File: src/rtl/dqnf_pkg.sv
// ----------------------------------------------------------------------------
// dqnf_pkg: shared types, constants and rule tables of the DNS name filter
// Holds the phase and status codes, the transaction passed from the name
// parser to the rule bank, and elaboration-time functions that turn each
// rule text into the position masks of its automaton.
// ----------------------------------------------------------------------------
package dqnf_pkg;

	// Rule table geometry
	localparam int TABLE_RULES = 5;
	localparam int TABLE_CHARS = 17;
	localparam int PAT_LIMIT   = 64;
	localparam int QUEUE_DEPTH = 4;

	// Pattern metacharacters
	localparam logic [7:0] CH_NUL    = 8'h00;
	localparam logic [7:0] CH_DOT    = 8'h2E;
	localparam logic [7:0] CH_STAR   = 8'h2A;
	localparam logic [7:0] CH_QMARK  = 8'h3F;
	localparam logic [7:0] CH_CARET  = 8'h5E;
	localparam logic [7:0] CH_DOLLAR = 8'h24;

	// Built-in rule texts, right-justified and zero padded on the left
	typedef logic [8*TABLE_CHARS-1:0] rule_text_t;

	localparam rule_text_t RULE_TEXT [TABLE_RULES] = '{
		rule_text_t'({"^.*.g", "oogle.com$"}),
		rule_text_t'({"^.*.f", "acebook.com$"}),
		rule_text_t'({"^.*.y", "outube.com$"}),
		rule_text_t'({"^.*.a", "mazon.com$"}),
		rule_text_t'({"^.*.t", "witter.com$"})
	};

	typedef enum logic [1:0] {
		PH_HEADER = 2'd0,
		PH_LENGTH = 2'd1,
		PH_LABEL  = 2'd2,
		PH_DONE   = 2'd3
	} phase_t;

	typedef enum logic [1:0] {
		ST_OK        = 2'd0,
		ST_EARLY_END = 2'd1,
		ST_TOO_LONG  = 2'd2
	} status_t;

	// One transaction from the parser to the rule bank
	typedef struct packed {
		logic       adv;       // advance the automata by ch
		logic [7:0] ch;
		logic       emit;      // produce a result
		status_t    status;
		logic [7:0] name_len;
		logic       restart;   // return the automata to their start state
	} dqnf_event_t;

	// Number of characters in a rule text
	function automatic int text_len(int r);
		int n;
		int k;
		n = 0;
		for (k = 0; k < TABLE_CHARS; k++) begin
			if (RULE_TEXT[r][8*k +: 8] != CH_NUL)
				n++;
		end
		return n;
	endfunction

	// Character i of a rule text, counted from its first character
	function automatic logic [7:0] text_char(int r, int i);
		int n;
		n = text_len(r);
		if (i >= n)
			return CH_NUL;
		return RULE_TEXT[r][8*(n-1-i) +: 8];
	endfunction

	function automatic int body_start(int r);
		return (text_char(r, 0) == CH_CARET) ? 1 : 0;
	endfunction

	function automatic int body_len(int r, int maxp);
		int bs;
		int n;
		bs = body_start(r);
		n  = text_len(r) - bs;
		if (maxp - bs < n)
			n = maxp - bs;
		if (n > 63)
			n = 63;
		return n;
	endfunction

	function automatic logic [7:0] pat_at(int r, int p, int maxp);
		if (p >= body_len(r, maxp))
			return CH_NUL;
		return text_char(r, body_start(r) + p);
	endfunction

	function automatic bit is_end_anchor(int r, int p, int maxp);
		return (pat_at(r, p, maxp) == CH_DOLLAR) && (pat_at(r, p + 1, maxp) == CH_NUL);
	endfunction

	// Position that can consume a character
	function automatic bit is_live(int r, int p, int maxp);
		return (p < body_len(r, maxp)) && !is_end_anchor(r, p, maxp);
	endfunction

	// Position reached after consuming a character at p
	function automatic int fire_target(int r, int p, int maxp);
		logic [7:0] y;
		y = pat_at(r, p + 1, maxp);
		if (y == CH_STAR)
			return p;
		if (y == CH_QMARK)
			return p + 2;
		return p + 1;
	endfunction

	function automatic bit has_eps(int r, int p, int maxp);
		logic [7:0] y;
		y = pat_at(r, p + 1, maxp);
		return (p < body_len(r, maxp)) && (y == CH_STAR || y == CH_QMARK);
	endfunction

	// Follow optional elements from p; report whether q is reached
	function automatic bit reaches(int r, int p, int q, int maxp);
		int bl;
		int cur;
		int k;
		bit done;
		bit found;
		bl    = body_len(r, maxp);
		cur   = p;
		done  = (p >= bl);
		found = 1'b0;
		for (k = 0; k < PAT_LIMIT; k++) begin
			if (!done) begin
				if (cur == q)
					found = 1'b1;
				if (has_eps(r, cur, maxp)) begin
					cur = cur + 2;
					if (cur >= bl)
						done = 1'b1;
				end else begin
					done = 1'b1;
				end
			end
		end
		return found;
	endfunction

	// Follow optional elements from p; report whether the pattern end is reached
	function automatic bit reaches_end(int r, int p, int maxp);
		int bl;
		int cur;
		int k;
		bit done;
		bit hit;
		bl   = body_len(r, maxp);
		cur  = p;
		done = (p >= bl);
		hit  = 1'b0;
		for (k = 0; k < PAT_LIMIT; k++) begin
			if (!done) begin
				if (has_eps(r, cur, maxp)) begin
					cur = cur + 2;
					if (cur >= bl) begin
						hit  = 1'b1;
						done = 1'b1;
					end
				end else begin
					done = 1'b1;
				end
			end
		end
		return hit;
	endfunction

	// Positions whose firing lands on q
	function automatic logic [PAT_LIMIT-1:0] src_mask(int r, int q, int maxp);
		logic [PAT_LIMIT-1:0] m;
		int p;
		m = '0;
		for (p = 0; p < PAT_LIMIT; p++) begin
			if (is_live(r, p, maxp) && fire_target(r, p, maxp) == q)
				m[p] = 1'b1;
		end
		return m;
	endfunction

	// Positions whose firing runs off the pattern end
	function automatic logic [PAT_LIMIT-1:0] hit_src_mask(int r, int maxp);
		logic [PAT_LIMIT-1:0] m;
		int p;
		m = '0;
		for (p = 0; p < PAT_LIMIT; p++) begin
			if (is_live(r, p, maxp) && fire_target(r, p, maxp) >= body_len(r, maxp))
				m[p] = 1'b1;
		end
		return m;
	endfunction

	// Positions whose closure contains q
	function automatic logic [PAT_LIMIT-1:0] clo_col(int r, int q, int maxp);
		logic [PAT_LIMIT-1:0] m;
		int p;
		m = '0;
		for (p = 0; p < PAT_LIMIT; p++) begin
			if (reaches(r, p, q, maxp))
				m[p] = 1'b1;
		end
		return m;
	endfunction

	function automatic logic [PAT_LIMIT-1:0] clo_hit_mask(int r, int maxp);
		logic [PAT_LIMIT-1:0] m;
		int p;
		m = '0;
		for (p = 0; p < PAT_LIMIT; p++) begin
			if (reaches_end(r, p, maxp))
				m[p] = 1'b1;
		end
		return m;
	endfunction

	function automatic logic [PAT_LIMIT-1:0] end_mask(int r, int maxp);
		logic [PAT_LIMIT-1:0] m;
		int p;
		m = '0;
		for (p = 0; p < PAT_LIMIT; p++) begin
			if (p < body_len(r, maxp) && is_end_anchor(r, p, maxp))
				m[p] = 1'b1;
		end
		return m;
	endfunction

	// Start state: position 0 closed over optional elements
	function automatic logic [PAT_LIMIT-1:0] reset_mask(int r, int maxp);
		logic [PAT_LIMIT-1:0] m;
		int q;
		m = '0;
		for (q = 0; q < PAT_LIMIT; q++) begin
			if (q < body_len(r, maxp) && reaches(r, 0, q, maxp))
				m[q] = 1'b1;
		end
		return m;
	endfunction

	function automatic bit reset_hit(int r, int maxp);
		return (body_len(r, maxp) == 0) || reaches_end(r, 0, maxp);
	endfunction

endpackage

File: src/rtl/dqnf_fifo.sv
// ----------------------------------------------------------------------------
// dqnf_fifo: transaction queue between name parser and rule bank
// A small flip-flop queue that lets the parser keep taking bytes while the
// result side is stalled, and the rule bank drain while input is idle.
// ----------------------------------------------------------------------------
module dqnf_fifo import dqnf_pkg::*; (
	input  logic        clk,
	input  logic        arst_n,
	input  logic        push,
	input  dqnf_event_t push_ev,
	output logic        full,
	input  logic        pop,
	output dqnf_event_t pop_ev,
	output logic        empty
);

	localparam int AW = $clog2(QUEUE_DEPTH);
	localparam int CW = $clog2(QUEUE_DEPTH + 1);

	dqnf_event_t    entry_q [QUEUE_DEPTH];
	logic [AW-1:0]  wr_ptr_q;
	logic [AW-1:0]  rd_ptr_q;
	logic [CW-1:0]  count_q;

	assign full   = (count_q == CW'(QUEUE_DEPTH));
	assign empty  = (count_q == '0);
	assign pop_ev = entry_q[rd_ptr_q];

	// Store incoming transactions
	always_ff @(posedge clk) begin
		if (push)
			entry_q[wr_ptr_q] <= push_ev;
	end

	// Advance pointers and occupancy
	always_ff @(posedge clk or negedge arst_n) begin
		if (!arst_n) begin
			wr_ptr_q <= '0;
			rd_ptr_q <= '0;
			count_q  <= '0;
		end else begin
			if (push)
				wr_ptr_q <= wr_ptr_q + AW'(1);
			if (pop)
				rd_ptr_q <= rd_ptr_q + AW'(1);
			if (push && !pop)
				count_q <= count_q + CW'(1);
			else if (pop && !push)
				count_q <= count_q - CW'(1);
		end
	end

	a_no_overflow: assert property (@(posedge clk) disable iff (!arst_n)
		!(push && full))
		else $error("queue written while full");

	a_no_underflow: assert property (@(posedge clk) disable iff (!arst_n)
		!(pop && empty))
		else $error("queue read while empty");

endmodule

File: src/rtl/dqnf_front.sv
// ----------------------------------------------------------------------------
// dqnf_front: header skip and query name decoder
// Walks the message byte by byte, tracks the label structure and name
// length, and turns each byte into at most one transaction for the rule bank.
// ----------------------------------------------------------------------------
module dqnf_front import dqnf_pkg::*; #(
	parameter int MAX_NAME_CHARS = 255,
	parameter int HEADER_BYTES   = 12
) (
	input  logic        clk,
	input  logic        arst_n,
	input  logic        in_valid,
	output logic        in_ready,
	input  logic [7:0]  message_byte,
	input  logic        end_of_message,
	input  logic        q_full,
	output logic        push,
	output dqnf_event_t push_ev
);

	localparam logic [7:0] MAX_LEN = 8'(MAX_NAME_CHARS);
	localparam logic [3:0] HDR_LEN = 4'(HEADER_BYTES);

	phase_t      phase_q, phase_d, ph_eff;
	logic [3:0]  header_count_q, header_count_d;
	logic [7:0]  label_remaining_q, label_remaining_d;
	logic [7:0]  decoded_length_q, decoded_length_d;
	logic        sep_pending_q, sep_pending_d;
	logic        text_closed_q, text_closed_d;
	logic        accept;
	dqnf_event_t ev;

	assign in_ready = !q_full;
	assign accept   = in_valid && in_ready;
	assign push     = accept && (ev.adv || ev.emit || ev.restart);
	assign push_ev  = ev;

	// Decode one byte: next state and transaction
	always_comb begin
		phase_d           = phase_q;
		header_count_d    = header_count_q;
		label_remaining_d = label_remaining_q;
		decoded_length_d  = decoded_length_q;
		sep_pending_d     = sep_pending_q;
		text_closed_d     = text_closed_q;
		ph_eff            = phase_q;
		ev                = '0;
		ev.status         = ST_OK;

		// skip the header, then treat this byte as the first length byte
		if (phase_q == PH_HEADER) begin
			if (header_count_q < HDR_LEN)
				header_count_d = header_count_q + 4'd1;
			else
				ph_eff = PH_LENGTH;
		end
		phase_d = ph_eff;

		case (ph_eff)
			PH_LENGTH: begin
				if (message_byte == 8'd0) begin
					ev.emit     = 1'b1;
					ev.status   = ST_OK;
					ev.name_len = decoded_length_q;
					phase_d     = PH_DONE;
				end else if (sep_pending_q && decoded_length_q >= MAX_LEN) begin
					ev.emit     = 1'b1;
					ev.status   = ST_TOO_LONG;
					ev.name_len = MAX_LEN;
					phase_d     = PH_DONE;
				end else begin
					// dot between labels
					if (sep_pending_q) begin
						decoded_length_d = decoded_length_q + 8'd1;
						ev.adv           = !text_closed_q;
						ev.ch            = CH_DOT;
					end
					label_remaining_d = message_byte;
					sep_pending_d     = 1'b1;
					phase_d           = PH_LABEL;
				end
			end
			PH_LABEL: begin
				if (decoded_length_q >= MAX_LEN) begin
					ev.emit     = 1'b1;
					ev.status   = ST_TOO_LONG;
					ev.name_len = MAX_LEN;
					phase_d     = PH_DONE;
				end else begin
					decoded_length_d = decoded_length_q + 8'd1;
					// a zero character ends the text seen by the automata
					if (!text_closed_q) begin
						if (message_byte == 8'd0) begin
							text_closed_d = 1'b1;
						end else begin
							ev.adv = 1'b1;
							ev.ch  = message_byte;
						end
					end
					label_remaining_d = label_remaining_q - 8'd1;
					if (label_remaining_q == 8'd1)
						phase_d = PH_LENGTH;
				end
			end
			default: begin
			end
		endcase

		// last byte: report an unfinished name, then restart
		if (end_of_message) begin
			if (!ev.emit && phase_d != PH_DONE) begin
				ev.emit     = 1'b1;
				ev.status   = ST_EARLY_END;
				ev.name_len = decoded_length_d;
			end
			ev.restart        = 1'b1;
			phase_d           = PH_HEADER;
			header_count_d    = '0;
			label_remaining_d = '0;
			decoded_length_d  = '0;
			sep_pending_d     = 1'b0;
			text_closed_d     = 1'b0;
		end
	end

	// State register
	always_ff @(posedge clk or negedge arst_n) begin
		if (!arst_n) begin
			phase_q           <= PH_HEADER;
			header_count_q    <= '0;
			label_remaining_q <= '0;
			decoded_length_q  <= '0;
			sep_pending_q     <= 1'b0;
			text_closed_q     <= 1'b0;
		end else if (accept) begin
			phase_q           <= phase_d;
			header_count_q    <= header_count_d;
			label_remaining_q <= label_remaining_d;
			decoded_length_q  <= decoded_length_d;
			sep_pending_q     <= sep_pending_d;
			text_closed_q     <= text_closed_d;
		end
	end

	a_restart: assert property (@(posedge clk) disable iff (!arst_n)
		(accept && end_of_message) |=> (phase_q == PH_HEADER && decoded_length_q == 8'd0))
		else $error("message end did not restart the parser");

	a_label_after_len: assert property (@(posedge clk) disable iff (!arst_n)
		(phase_q == PH_LABEL) |-> (sep_pending_q && label_remaining_q != 8'd0))
		else $error("label phase without a pending length");

	a_too_long_len: assert property (@(posedge clk) disable iff (!arst_n)
		(push && push_ev.emit && push_ev.status == ST_TOO_LONG) |-> (push_ev.name_len == MAX_LEN))
		else $error("overlong name reported with wrong length");

endmodule

File: src/rtl/dqnf_match.sv
// ----------------------------------------------------------------------------
// dqnf_match: rule automata bank and result register
// One position-mask automaton per rule steps on each decoded character;
// finishing transactions load the result register.
// ----------------------------------------------------------------------------
module dqnf_match import dqnf_pkg::*; #(
	parameter int RULE_COUNT        = 5,
	parameter int MAX_PATTERN_CHARS = 17
) (
	input  logic        clk,
	input  logic        arst_n,
	input  logic        ev_valid,
	input  dqnf_event_t ev,
	output logic        pop,
	output logic        out_valid,
	input  logic        out_ready,
	output logic        blocked,
	output logic [1:0]  status,
	output logic [7:0]  name_length
);

	localparam int W          = MAX_PATTERN_CHARS;
	localparam int RULES_USED = (RULE_COUNT < TABLE_RULES) ? RULE_COUNT : TABLE_RULES;

	logic [RULES_USED-1:0] rule_match;
	logic                  any_match;
	logic                  out_valid_q;
	logic                  blocked_q;
	status_t               status_q;
	logic [7:0]            name_length_q;

	// Take a transaction unless it emits into a full result register that is not being read
	assign pop = ev_valid && (!ev.emit || !out_valid_q || out_ready);

	for (genvar r = 0; r < RULES_USED; r++) begin : g_rule
		localparam int                   BL      = body_len(r, W);
		localparam bit                   ANCHOR  = (body_start(r) == 1);
		localparam bit                   SEED    = !ANCHOR && (BL > 0);
		localparam bit                   SEED_HIT = !ANCHOR && (BL == 0);
		localparam logic [PAT_LIMIT-1:0] HIT_SRC = hit_src_mask(r, W);
		localparam logic [PAT_LIMIT-1:0] CLO_HIT = clo_hit_mask(r, W);
		localparam logic [PAT_LIMIT-1:0] END_POS = end_mask(r, W);
		localparam logic [PAT_LIMIT-1:0] START   = reset_mask(r, W);
		localparam bit                   START_HIT = reset_hit(r, W);

		logic [W-1:0] state_q;
		logic [W-1:0] fire;
		logic [W-1:0] pre;
		logic [W-1:0] closed;
		logic         hit_q;
		logic         hit_now;

		// Character test at each position
		for (genvar p = 0; p < W; p++) begin : g_pos
			localparam logic [7:0] X    = pat_at(r, p, W);
			localparam bit         LIVE = is_live(r, p, W);
			assign fire[p] = LIVE && state_q[p] && (X == CH_DOT || ev.ch == X);
		end

		// Route firings to their targets, then close over optional elements
		for (genvar q = 0; q < W; q++) begin : g_tgt
			localparam logic [PAT_LIMIT-1:0] SRC  = src_mask(r, q, W);
			localparam logic [PAT_LIMIT-1:0] COL  = clo_col(r, q, W);
			localparam bit                   SEED_HERE = SEED && (q == 0);
			assign pre[q]    = (|(fire & SRC[W-1:0])) || SEED_HERE;
			assign closed[q] = |(pre & COL[W-1:0]);
		end

		assign hit_now = (|(fire & HIT_SRC[W-1:0])) || SEED_HIT || (|(pre & CLO_HIT[W-1:0]));
		assign rule_match[r] = hit_q || (|(state_q & END_POS[W-1:0]));

		// Automaton state
		always_ff @(posedge clk or negedge arst_n) begin
			if (!arst_n) begin
				state_q <= START[W-1:0];
				hit_q   <= START_HIT;
			end else if (pop) begin
				if (ev.restart) begin
					state_q <= START[W-1:0];
					hit_q   <= START_HIT;
				end else if (ev.adv) begin
					state_q <= closed;
					hit_q   <= hit_q || hit_now;
				end
			end
		end
	end

	assign any_match = |rule_match;

	// Result valid flag
	always_ff @(posedge clk or negedge arst_n) begin
		if (!arst_n) begin
			out_valid_q <= 1'b0;
		end else if (pop && ev.emit) begin
			out_valid_q <= 1'b1;
		end else if (out_ready) begin
			out_valid_q <= 1'b0;
		end
	end

	// Result payload
	always_ff @(posedge clk) begin
		if (pop && ev.emit) begin
			blocked_q     <= (ev.status == ST_OK) && any_match;
			status_q      <= ev.status;
			name_length_q <= ev.name_len;
		end
	end

	assign out_valid   = out_valid_q;
	assign blocked     = blocked_q;
	assign status      = status_q;
	assign name_length = name_length_q;

	a_no_emit_overrun: assert property (@(posedge clk) disable iff (!arst_n)
		!(pop && ev.emit && out_valid_q && !out_ready))
		else $error("result register overwritten while stalled");

endmodule

File: src/rtl/dns_query_name_filter.sv
// ----------------------------------------------------------------------------
// dns_query_name_filter: DNS query name rule filter
// Skips the message header, decodes the query name and reports whether it
// matches any built-in rule, with a status and the decoded name length.
// ----------------------------------------------------------------------------
//
//  channel | signals                                   | direction
//  --------+-------------------------------------------+----------
//  in      | in_valid, in_ready, message_byte,         | to block
//          | end_of_message                            |
//  out     | out_valid, out_ready, blocked, status,    | from block
//          | name_length                               |
//
//  One byte per cycle is taken while the queue is not full; the parser decides
//  each byte in the cycle it is accepted, and the rule automata step once per
//  queued transaction. The result for the finishing byte goes through the queue
//  and then the result register. A stalled output fills the four-entry queue,
//  then in_ready drops. Reset is asynchronous and needs no clearing pass: the
//  block takes bytes as soon as reset is released.
//
module dns_query_name_filter import dqnf_pkg::*; #(
	parameter int RULE_COUNT        = 5,
	parameter int MAX_NAME_CHARS    = 255,
	parameter int HEADER_BYTES      = 12,
	parameter int MAX_PATTERN_CHARS = 17
) (
	input  logic       clk,
	input  logic       arst_n,
	input  logic       in_valid,
	output logic       in_ready,
	input  logic [7:0] message_byte,
	input  logic       end_of_message,
	output logic       out_valid,
	input  logic       out_ready,
	output logic       blocked,
	output logic [1:0] status,
	output logic [7:0] name_length
);

	logic        q_full;
	logic        q_empty;
	logic        q_push;
	logic        q_pop;
	dqnf_event_t push_ev;
	dqnf_event_t pop_ev;

	// Parser front end
	dqnf_front #(
		.MAX_NAME_CHARS (MAX_NAME_CHARS),
		.HEADER_BYTES   (HEADER_BYTES)
	) u_front (
		.clk            (clk),
		.arst_n         (arst_n),
		.in_valid       (in_valid),
		.in_ready       (in_ready),
		.message_byte   (message_byte),
		.end_of_message (end_of_message),
		.q_full         (q_full),
		.push           (q_push),
		.push_ev        (push_ev)
	);

	// Decoupling queue
	dqnf_fifo u_fifo (
		.clk     (clk),
		.arst_n  (arst_n),
		.push    (q_push),
		.push_ev (push_ev),
		.full    (q_full),
		.pop     (q_pop),
		.pop_ev  (pop_ev),
		.empty   (q_empty)
	);

	// Rule bank and result register
	dqnf_match #(
		.RULE_COUNT        (RULE_COUNT),
		.MAX_PATTERN_CHARS (MAX_PATTERN_CHARS)
	) u_match (
		.clk         (clk),
		.arst_n      (arst_n),
		.ev_valid    (!q_empty),
		.ev          (pop_ev),
		.pop         (q_pop),
		.out_valid   (out_valid),
		.out_ready   (out_ready),
		.blocked     (blocked),
		.status      (status),
		.name_length (name_length)
	);

endmodule
File: config.mk
export PLATFORM = sky130hd
export DESIGN_NAME = dns_query_name_filter
export DESIGN_NICKNAME = d
export VERILOG_FILES = /design/src/rtl/dqnf_pkg.sv /design/src/rtl/dqnf_fifo.sv /design/src/rtl/dqnf_front.sv /design/src/rtl/dqnf_match.sv /design/src/rtl/dns_query_name_filter.sv
export SDC_FILE = /design/constraint.sdc
export NUM_CORES = 1
export LEC_CHECK = 0
export ABC_AREA = 0
export BUFFER_PORTS_ARGS = -buffer_cell sky130_fd_sc_hd__buf_2
export CAP_MARGIN = 20
export CELL_PAD_IN_SITES_DETAIL_PLACEMENT = 1
export CELL_PAD_IN_SITES_GLOBAL_PLACEMENT = 1
export CORE_ASPECT_RATIO = 2
export CORE_MARGIN = 2
export CORE_UTILIZATION = 50
export DETAILED_ROUTE_END_ITERATION = 8
export GPL_TIMING_DRIVEN = 0
export PLACE_DENSITY = 0.83
export SLEW_MARGIN = 20
export SYNTH_ARGS = -nofsm -noshare
export SYNTH_HDL_FRONTEND = slang
export SYNTH_SLANG_ARGS = --single-unit
File: constraint.sdc
create_clock -name clk -period 6.3 [get_ports clk]
set_input_delay 1.575 -clock clk [delete_from_list [all_inputs] [get_ports clk]]
set_output_delay 1.575 -clock clk [all_outputs]
set_load 0.005 [all_outputs]
==> flow_summary.rst <==
.. list-table::
   :header-rows: 1

   * - Metric
     - Value
   * - Violation count after the first detailed-routing iteration
     - 250
   * - Resized Gates After CTS
     - 0
   * - Number of vias per cell after detailed routing
     - 6.22
   * - Least setup slack across all paths after layout
     - between 1.5 and 2 ns
   * - IO Pins
     - 26
   * - Total GRT Usage
     - 25.9%
   * - Top routing layer in use
     - met4
   * - Mapped Nets
     - 619
   * - Post-route fraction of the period consumed by the critical path
     - just under 70%
   * - Met1 wire length
     - 7040 µm
   * - Largest cells by area after synthesis
     - sky130_fd_sc_hd__edfxtp_1, sky130_fd_sc_hd__dfrtp_1, sky130_fd_sc_hd__a22o_1
   * - Final-report hold violation count
     - 0
   * - Final Max Tran Viols
     - 0
   * - Number of routed nets with antenna violations
     - 0
   * - Worst-margin pin slew
     - ~1.3 ns
   * - Place WS
     - 1.60 ns
   * - RSZ-0062 raised after global routing
     - no
   * - Overflow left after global routing
     - 0
   * - # Max-Cap Violations
     - 0
   * - Multi-input gate area
     - 2760 µm²
   * - TritonCTS clock tree
     - done
   * - Flip-flop and latch count after synthesis
     - roughly 180
   * - Worst min-delay path category
     - reg -> reg
   * - First-pass GRT wire length
     - 33,000 µm
   * - Crit start category
     - input pin
   * - Status
     - complete, no violations
   * - Antenna diodes
     - 0
   * - Root cell of the clock tree
     - sky130_fd_sc_hd__clkbuf_16
   * - Accumulated negative setup slack
     - 0 ns
   * - Biggest area consumer among synthesized cells
     - sky130_fd_sc_hd__edfxtp_1
   * - IO Port Bufs
     - 25
   * - Cells after DPL
     - 823
   * - Number of enable flip-flop cells after synthesis
     - 95
   * - Syn_area_per_cell
     - 13.5 µm²
   * - Area share of the leading cell type in the synthesized netlist
     - 35.5%
   * - Async set or reset register ratio after synthesis
     - 48.4%
   * - Met2 Routed Length
     - 12,100 µm
   * - Synthesis-to-layout area growth
     - 11.9%
   * - Die Footprint
     - 17,100 µm²
   * - Most frequent standard cell in the layout excluding fill and tap cells
     - sky130_fd_sc_hd__edfxtp_1
   * - List of cells traversed by the critical path
     - buf_2 > or4_1 > nor2_2 > o21a_1 > a21oi_1 > a21oi_4 > ha_1 > inv_1 > fa_1 > xor2_1 > nor2_1 > xor2_1
   * - Slew Limit Headroom
     - 10.2%
   * - Count of warnings emitted by yosys
     - 0
   * - Critical path's most frequent cell
     - sky130_fd_sc_hd__xor2_1
   * - Clock sinks
     - roughly 180
   * - Final setup violation count
     - 0
   * - Largest delay share family, worst path
     - simple AND/OR/NAND/NOR gates
   * - Ratio of cells with drive above 1 in the final layout
     - between 15 and 20%
   * - CTS H-tree lvls
     - 4
   * - Power per standard cell area
     - 378 nW/µm²
   * - Count of buffer and inverter cells on the critical path
     - 2
   * - Maximum operating frequency
     - between 0.2 and 0.25 GHz
   * - Standard-cell rows
     - 65
   * - Die height
     - 183 µm
   * - Number of optimization iterations in the first detailed-route pass
     - 5
   * - Drt wl/cell
     - 24.3 µm
   * - Arrival time reported for the critical path endpoint
     - 4.62 ns
   * - Die span in x
     - 93.6 µm
   * - Pin count of the biggest net entering global routing
     - 68
   * - Minimum clock period
     - 4.32 ns
   * - Dominant register cell in the synthesized netlist
     - sky130_fd_sc_hd__edfxtp_1
   * - Weighted congestion reported at the end of routability-driven placement
     - about 0.95
   * - Crit-path slowest cell
     - sky130_fd_sc_hd__or4_1
   * - Gate count after technology mapping
     - 596
   * - HPWL reported at the end of detailed placement
     - 15,200 µm
   * - Residual DRC
     - 0
   * - Leakage power
     - 0.00355 µW
   * - Maximum single-stage delay on the critical path
     - 0.60 ns
   * - Startpoint-to-endpoint class of the critical path
     - in -> reg
   * - Number of nets at the end of the flow
     - 664
   * - Initial Util
     - roughly half
   * - Sort of element at the end of the critical path
     - register
   * - Post-synth design cell area
     - ~8000 µm²
   * - Met3 WL
     - 580 µm
   * - Number of global-route vias before repair
     - approximately 6,100
   * - Layout fillers
     - 1,556
   * - Number of CTS-inserted buffers
     - 17
   * - Post-Layout Cell Count
     - roughly 860
   * - Initial antenna violation count
     - 1
   * - Maximum fanout encountered on the critical timing path
     - 7
   * - Top library cells by usage in the layout, fill and taps aside
     - sky130_fd_sc_hd__edfxtp_1, sky130_fd_sc_hd__dfrtp_1, sky130_fd_sc_hd__nand2_1
   * - Distinct cell type count of the synthesized netlist
     - 75
   * - Buffer depth of the longest clock path
     - 2
   * - Post-synthesis sequential area ratio
     - approximately 63%
   * - Clock-pin transition on the worst setup and hold timing paths
     - about 0.06 ns
   * - Peak supply drop
     - 0.000175 V
   * - Clock Skews
     - 0.0114 ns
   * - Number of buffers inserted to repair setup after CTS
     - 0
   * - FF+latch area
     - 5080 µm²
   * - Overall via count from detail_route
     - 5,314
   * - Core region area
     - 15,800 µm²
   * - Hold-fix buffer count after cts
     - 0
   * - Required time of the worst setup path
     - 6.60 ns
   * - Total detailed-routing wirelength
     - ~21,000 µm
   * - Source-to-sink clock delay at the later pin of the worst-skew pair
     - roughly 0.43 ns
[registers in the layout (all words and copies together), names as in the netlist]
signal,cells
u_fifo.entry_q,84
u_match.g_rule.state_q,57
u_front.decoded_length_q,8
u_front.label_remaining_q,8
u_match.name_length,8
u_front.header_count_q,4
u_fifo.count_q,3
u_fifo.rd_ptr_q,2
u_fifo.wr_ptr_q,2
u_front.phase_q,2
u_match.status,2
u_front.sep_pending_q,1
u_front.text_closed_q,1
u_match.blocked,1
u_match.out_valid,1
[cell type report]
cell class / count / share of cell area, %
inverters: 16 / 0.669
plain buffers: 27 / 1.45
multi-input cells: 369 / 30.7
clock inverters: 9 / 0.710
clock buffers: 23 / 5.36
flip-flops and latches: 184 / 56.6
well taps: 201 / 2.80
repair buffers: 26 / 1.77
[power breakdown]
part	leakage (µW)	switching, µW	internal (µW)
Clock	0.000270	448	543
Combinational	0.00119	572	318
Sequential	0.00209	76.4	1440
Total	0.00355	1100	2300
[path summary, 6_finish.rpt]
path / slack [ns] / start / endpoint / cells after the start
max in group asynchronous: 4.64 / arst_n / u_match.g_rule[4].state_q[2]$_DFFE_PN1P_ / 2
setup reg to reg: 2.73 / u_front.decoded_length_q[0]$_DFFE_PN0P_ / u_fifo.count_q[2]$_DFFE_PN0P_ / 12
setup / recovery: 1.98 / message_byte[1] / u_fifo.count_q[2]$_DFFE_PN0P_ / 12
hold / removal: 0.48 / u_match.g_rule[4].state_q[0]$_DFFE_PN1P_ / u_match.g_rule[4].state_q[0]$_DFFE_PN1P_ / 2
hold reg to reg: 0.48 / u_match.g_rule[4].state_q[0]$_DFFE_PN1P_ / u_match.g_rule[4].state_q[0]$_DFFE_PN1P_ / 2
min in group asynchronous: 1.00 / arst_n / u_match.g_rule[2].state_q[6]$_DFFE_PN0P_ / 1
[worst reg2reg max path, stage by stage, from the launching register on]
cell and delay [ns]:
sky130_fd_sc_hd__dfrtp_1 0.47, sky130_fd_sc_hd__ha_1 0.27, sky130_fd_sc_hd__nand4_1 0.24, sky130_fd_sc_hd__nor2_2 0.17, sky130_fd_sc_hd__a2111oi_2 0.54, sky130_fd_sc_hd__nor2_2 0.10, sky130_fd_sc_hd__a21oi_4 0.34, sky130_fd_sc_hd__ha_1 0.26
sky130_fd_sc_hd__inv_1 0.07, sky130_fd_sc_hd__fa_1 0.46, sky130_fd_sc_hd__xor2_1 0.25, sky130_fd_sc_hd__nor2_1 0.10, sky130_fd_sc_hd__xor2_1 0.16
[metrics by stage]
step | instance area [µm²] | hold WS, ns | power, µW | utilization (%)
after global routing | 8980 | 0.502 | 3550 | 56.9
after detailed placement | 8440 | 0.474 | 2430 | 53.5
final | 8980 | 0.476 | 3400 | 56.9
after CTS | 8980 | 0.477 | 3430 | 56.9
after global placement | 8400 | 0.455 | 2360 | 53.3
after floorplan | 8030 | 0.440 | 2110 | -
[per-layer routing]
| layer | vias up | track usage (%) |
|---|---|---|
| met1 | 2755 | 24.6 |
| li1 | 2378 | - |
| met2 | 121 | 50.2 |
| met3 | 60 | 4.40 |
| met4 | 0 | 14.8 |
| met5 | - | 0 |
[synthesized netlist by cell type (all sizes together), types with 3 or more instances]
cell type,number
a2111oi,3
a21o,8
a21oi,27
a221o,6
a22o,45
a22oi,3
a32o,6
and2,14
and3,4
buf,13
clkbuf,14
dfrtp,87
edfxtp,95
ha,9
inv,16
mux2i,4
mux4,17
nand2,49
nand2b,6
nand3,12
nand4,4
nor2,35
nor2b,11
nor3,13
nor4,5
o211ai,4
o21a,3
o21ai,27
o221ai,4
o31ai,5
or3,3
xnor2,4
[cell families after synthesis]
logic type | share of synthesized area, %
AND/OR/NAND/NOR | 11.4
XOR/XNOR | 0.655
buffers and inverters | 2.37
adder cells (fa/ha/maj) | 1.65
AO/OA/AOI/OAI | 15.0
flip-flops | 63.3
multiplexers | 5.55
No activity file was read; power rests on OpenSTA's default activity.
